**src/rtl/core/vector_add_sub_memory_engine_top_macros.svh**
```systemverilog
// Assertion macros shared by the vector engine RTL.
// No dependencies; included by files that carry concurrent checks.
`ifndef VECTOR_ADD_SUB_MEMORY_ENGINE_TOP_MACROS_SVH
`define VECTOR_ADD_SUB_MEMORY_ENGINE_TOP_MACROS_SVH

// Same-cycle implication under active-low reset.
`define VASME_ASSERT_NOW(label, clk, rstn, ante, cons, msg) \
  label: assert property (@(posedge clk) disable iff (!(rstn)) (ante) |-> (cons)) \
    else $error(msg);

// Next-cycle implication under active-low reset.
`define VASME_ASSERT_NEXT(label, clk, rstn, ante, cons, msg) \
  label: assert property (@(posedge clk) disable iff (!(rstn)) (ante) |=> (cons)) \
    else $error(msg);

`endif

```
**src/rtl/core/vasme_pkg.sv**
```systemverilog
// Shared constants for the vector add/subtract memory engine.
// No dependencies; used by the ALU and the top level.
`default_nettype none
package vasme_pkg;

  localparam int unsigned WORD_W = 32;
  localparam int unsigned KIND_W = 3;
  localparam int unsigned BASE_W = 12;
  localparam int unsigned LEN_W  = 13;

  localparam logic [KIND_W-1:0] KIND_WRITE = 3'd0;
  localparam logic [KIND_W-1:0] KIND_READ  = 3'd1;
  localparam logic [KIND_W-1:0] KIND_ADD   = 3'd2;
  localparam logic [KIND_W-1:0] KIND_SUB   = 3'd3;
  localparam logic [KIND_W-1:0] KIND_STOP  = 3'd4;

  localparam logic STATUS_OK  = 1'b0;
  localparam logic STATUS_BAD = 1'b1;

endpackage
`default_nettype wire

```
**src/rtl/core/vasme_alu.sv**
```systemverilog
// Shared 32-bit add/subtract unit, wraps modulo 2^32.
// Depends on vasme_pkg.
`default_nettype none
module vasme_alu (
  input  wire logic                          op_sub,
  input  wire logic [vasme_pkg::WORD_W-1:0]  a,
  input  wire logic [vasme_pkg::WORD_W-1:0]  b,
  output logic      [vasme_pkg::WORD_W-1:0]  y
);

  logic [vasme_pkg::WORD_W-1:0] b_op;

  assign b_op = op_sub ? ~b : b;
  assign y    = a + b_op + {{(vasme_pkg::WORD_W-1){1'b0}}, op_sub};

endmodule
`default_nettype wire

```
**config.mk**
```make
export PLATFORM = sky130hd
export DESIGN_NAME = vasme_alu
export DESIGN_NICKNAME = d
export VERILOG_FILES = /design/src/rtl/core/vector_add_sub_memory_engine_top_macros.svh /design/src/rtl/core/vasme_pkg.sv /design/src/rtl/core/vasme_alu.sv
export SDC_FILE = /design/constraint.sdc
export NUM_CORES = 1
export LEC_CHECK = 0
export BUFFER_PORTS_ARGS = -buffer_cell sky130_fd_sc_hd__buf_2
export CAP_MARGIN = 30
export CORE_ASPECT_RATIO = 1.2
export CORE_MARGIN = 1.5
export CORE_UTILIZATION = 55
export DETAILED_ROUTE_END_ITERATION = 6
export PLACE_DENSITY = 0.9
export SYNTH_ARGS = -nofsm -noshare
export SYNTH_HDL_FRONTEND = slang
export SYNTH_SLANG_ARGS = --single-unit
```
**constraint.sdc**
```tcl
create_clock -name vclk -period 6.8
set_input_delay 0.68 -clock vclk [all_inputs]
set_output_delay 0.68 -clock vclk [all_outputs]
set_load 0.02 [all_outputs]
```
=== Yosys cells after proc, flatten, opt, wreduce, memory -nomap -nowiden ===
Cells that the tools add are included.

* Bits in registers: 0
* Bits in latches: 0
* Memory bits (writable): 0
* Bits in read-only memories: 0
* Bits of input ports: 65
* Output and inout port bits: 32
* Word-level logic and storage cells: 4
* Memories: 0

* $add $sub $neg: 2
* Multiply operators: 0
* Divide/modulo/power cells: 0
* Order comparisons: 0
* Equal/unequal tests: 0
* Shift operators: 0
* Multiplexer cells: 1
* Bitwise gates (word level): 1
* Reduce and logical (&&, ||, !) cells: 0

{| class="wikitable"
|+ Operator list
! cell !! count
|-
| $add 32x1->32 || 1
|-
| $add 32x32->32 || 1
|-
| $mux 32 || 1
|-
| $not 32->32 || 1
|}

=== Logic depth before layout (Yosys ltp) ===
* Depth in word-level cells: 4
* Gate-level depth with buffers: 11
* Depth with buffers taken out: 9

=== Worst setup path before layout ===
OpenSTA, ideal clock, no wires.

* Path kind: in2out
* From: input op_sub
* To: output y[26] (netlist bit)
* Arrival time: 3245 ps
* Data required time: 6120 ps
* Path slack: 2875 ps
* Stages on the path: 11
* Buffers on the path: 3
* Cells stage by stage: buf_6 > clkbuf_1 > xor2_1 > ha_1 > buf_4 > o21ai_0 > a21oi_2 > o32ai_2 > a2111oi_4 > nor2_1 > a311oi_1

* Word-level cells in the longest chain between the ends: 3

{| class="wikitable"
|+ RTL lines
! element !! RTL line !! source
|-
| start: declaration || vasme_alu.sv:5 || <nowiki>input wire logic op_sub,</nowiki>
|-
| $mux 32 || vasme_alu.sv:13 || <nowiki>assign b_op = op_sub ? ~b : b;</nowiki>
|-
| $add 32x32->32 || vasme_alu.sv:14 || <nowiki>assign y = a + b_op + {{(vasme_pkg::WORD_W-1){1'b0}}, op_sub};</nowiki>
|-
| $add 32x1->32 (*) || vasme_alu.sv:14 ||
|-
| end: declaration || vasme_alu.sv:8 || <nowiki>output logic [vasme_pkg::WORD_W-1:0] y</nowiki>
|}

Mark *: on every way between the ends. The rest lies on a longest branch, timed or not.

=== Worst setup path in the final report ===
* From: input op_sub
* To: output y[28] (netlist bit)

Same word-level chain as after synthesis.

==> results.cfg <==
[outcome]
run_status = finished clean

[placed_design]
gp_congestion = 0.895
portBuffers = 97
dp_cells = 469
hpwl_um = 5480

[cells_and_area]
seq_area_um2 = 0
n_antenna_cell = 0
most-common-layout-cells = 97 x buf_2, 39 x xor2_1, 39 x nand2_1
final_common_cell = buf_2
final_cell_count_no_fill = 469
fin_nets = 516
nFlopsAndLatches = 0
layout-area-overhead-vs-synth_pct = 21.2
fin_util = 0.710
n_clock_buffer = 0
final_layout_size_suffix_gt1_frac = 0.272

[timing]
hold_viol_final = 0
grt_setup_unrepaired = no
max_freq_mhz = 231
fin_crit_sh = 0.637
layout_min_cycle_time_ns = 4.33
slew_headroom = 0.398
setup_tns_ns = 0
setup_viol = 0
worst_hold_slack_ns = 1.69
worstMarginPinSlew_ns = 0.903
slew_violations = 0

[grt]
grt_max_degree = 33
grt_pass1_wl_um = 10400
grtUsageTotal = 0.261
first_global_vias = 2640
grt-ovfl-total = 0
antenna_found_initial = 0

[hold_path]
hold_path.class = primary input to output pin
hold_path_startpoint = a[0]

[detailed_routing]
routed_wl_um = 6380
drt_iter0_markers = 196
wl_per_cell_um = 13.6
vias = 2717
ant_nets = 0
first_pass_iters = 4
routed_via_density = 5.79
drc_errors = 0

[floorplanning]
io_pins = 97
placementRows = 25
die_height_um = 74.5
dieArea_um2 = 4670
core-area_um2 = 4000
die_w_um = 62.6
initial_core_util = 0.586

[critical_path]
cp.arrival_ns = 3.65
end_kind = output pin
path_max_fanout = 32
worstSetupPathType = primary input to output pin
start_kind = primary input
required_ns = 6.12
critPathLaunch = op_sub

[power_and_ir_drop]
ir_drop_v = 0.0000906
p_leak_uw = 0.00137
power_density_nw_per_um2 = 172

[synth]
synth_cell_types = 57
syn-mean-instance-area_um2 = 7.13
yosysWarnings = 0
yosysSeqAreaShare = 0
syn_inst = 329
synthesis.area_um2 = 2350
syn-num-nets = 428

[clock_tree]
post_cts_resized = 0
post-cts-setup-buffers = 0
ctsHoldBuffers = 0

[job]
maxCapViolations = 0
## power breakdown
group	leakage, µW	switching, µW	internal [µW]
Combinational	0.00137	305	184
Sequential	0	0	0
Clock	0	0	0
Total	0.00137	305	184
## per-stage QoR
step           worst slack (ns)  power, µW  instance area (µm²)
6_report                   2.47        489                 2840
2_1_floorplan              2.87        354                 2350
3_5_place_dp               2.50        485                 2840
3_3_place_gp               2.61        475                 2840
4_1_cts                    2.51        487                 2840
5_1_grt                    2.22        530                 2840
## critical path, stage by stage
cell      delay, ns
buf_2          0.68
xor2_1         0.25
inv_1          0.09
fa_1           0.43
nor2b_1        0.18
o21bai_1       0.12
a211oi_1       0.40
o311a_1        0.28
o21ai_0        0.09
a211oi_1       0.24
buf_2          0.22
## cell families (layout without fill, tap and decap cells)
group,after synthesis,after routing,share of synthesized area
compound gates,104,104,0.324
xor+xnor,59,59,0.220
fa+ha+maj,34,34,0.185
buf+inv,23,109,0.0432
mux,2,2,0.0139
simple gates,107,107,0.214
## area by class of cell
cell class | count | area, µm²
inverter | 12 | 45.0
timing repair buffer | 97 | 485
tap | 54 | 67.6
multi-input combinational | 306 | 2240
fill | 369 | 1160
## metal layers
metal | track usage | vias up | share of wire
li1 | - | 1372 | -
met1 | 0.280 | 1238 | 0.39
met2 | 0.562 | 89 | 0.55
met3 | 0.00303 | 18 | 0.036
met4 | 0.0691 | 0 | 0.019
met5 | 0 | - | 0
## cells in the mapped netlist, types with 2 or more instances
cell / instances / area [µm²]
xor2_1: 39 / 342
nor2b_1: 5 / 31.3
o21a_1: 3 / 22.5
and3_1: 2 / 12.5
nor2_1: 26 / 97.6
a21oi_1: 29 / 145
ha_1: 33 / 413
o21ai_0: 19 / 95.1
a31oi_1: 5 / 31.3
xnor2_1: 20 / 175
nand2b_1: 3 / 18.8
inv_1: 12 / 45.0
nand3_1: 8 / 40.0
nor3_2: 2 / 20.0
a2111oi_0: 2 / 17.5
a41o_1: 3 / 30.0
o21bai_1: 4 / 30.0
nor3_1: 8 / 40.0
a21o_1: 5 / 37.5
buf_2: 2 / 10.0
or4_1: 2 / 15.0
nand4_1: 6 / 37.5
o211ai_1: 5 / 37.5
o31ai_1: 3 / 22.5
clkbuf_1: 6 / 22.5
a211oi_1: 5 / 37.5
a21oi_2: 4 / 35.0
nand2_1: 39 / 146
## path summary, 6_finish.rpt
path                 to  depth (start not counted)  slack [ns]
setup / recovery  y[28]                         11        2.47
hold / removal     y[0]                          3        1.69
Note: power is estimated with default switching activity, not from simulation.
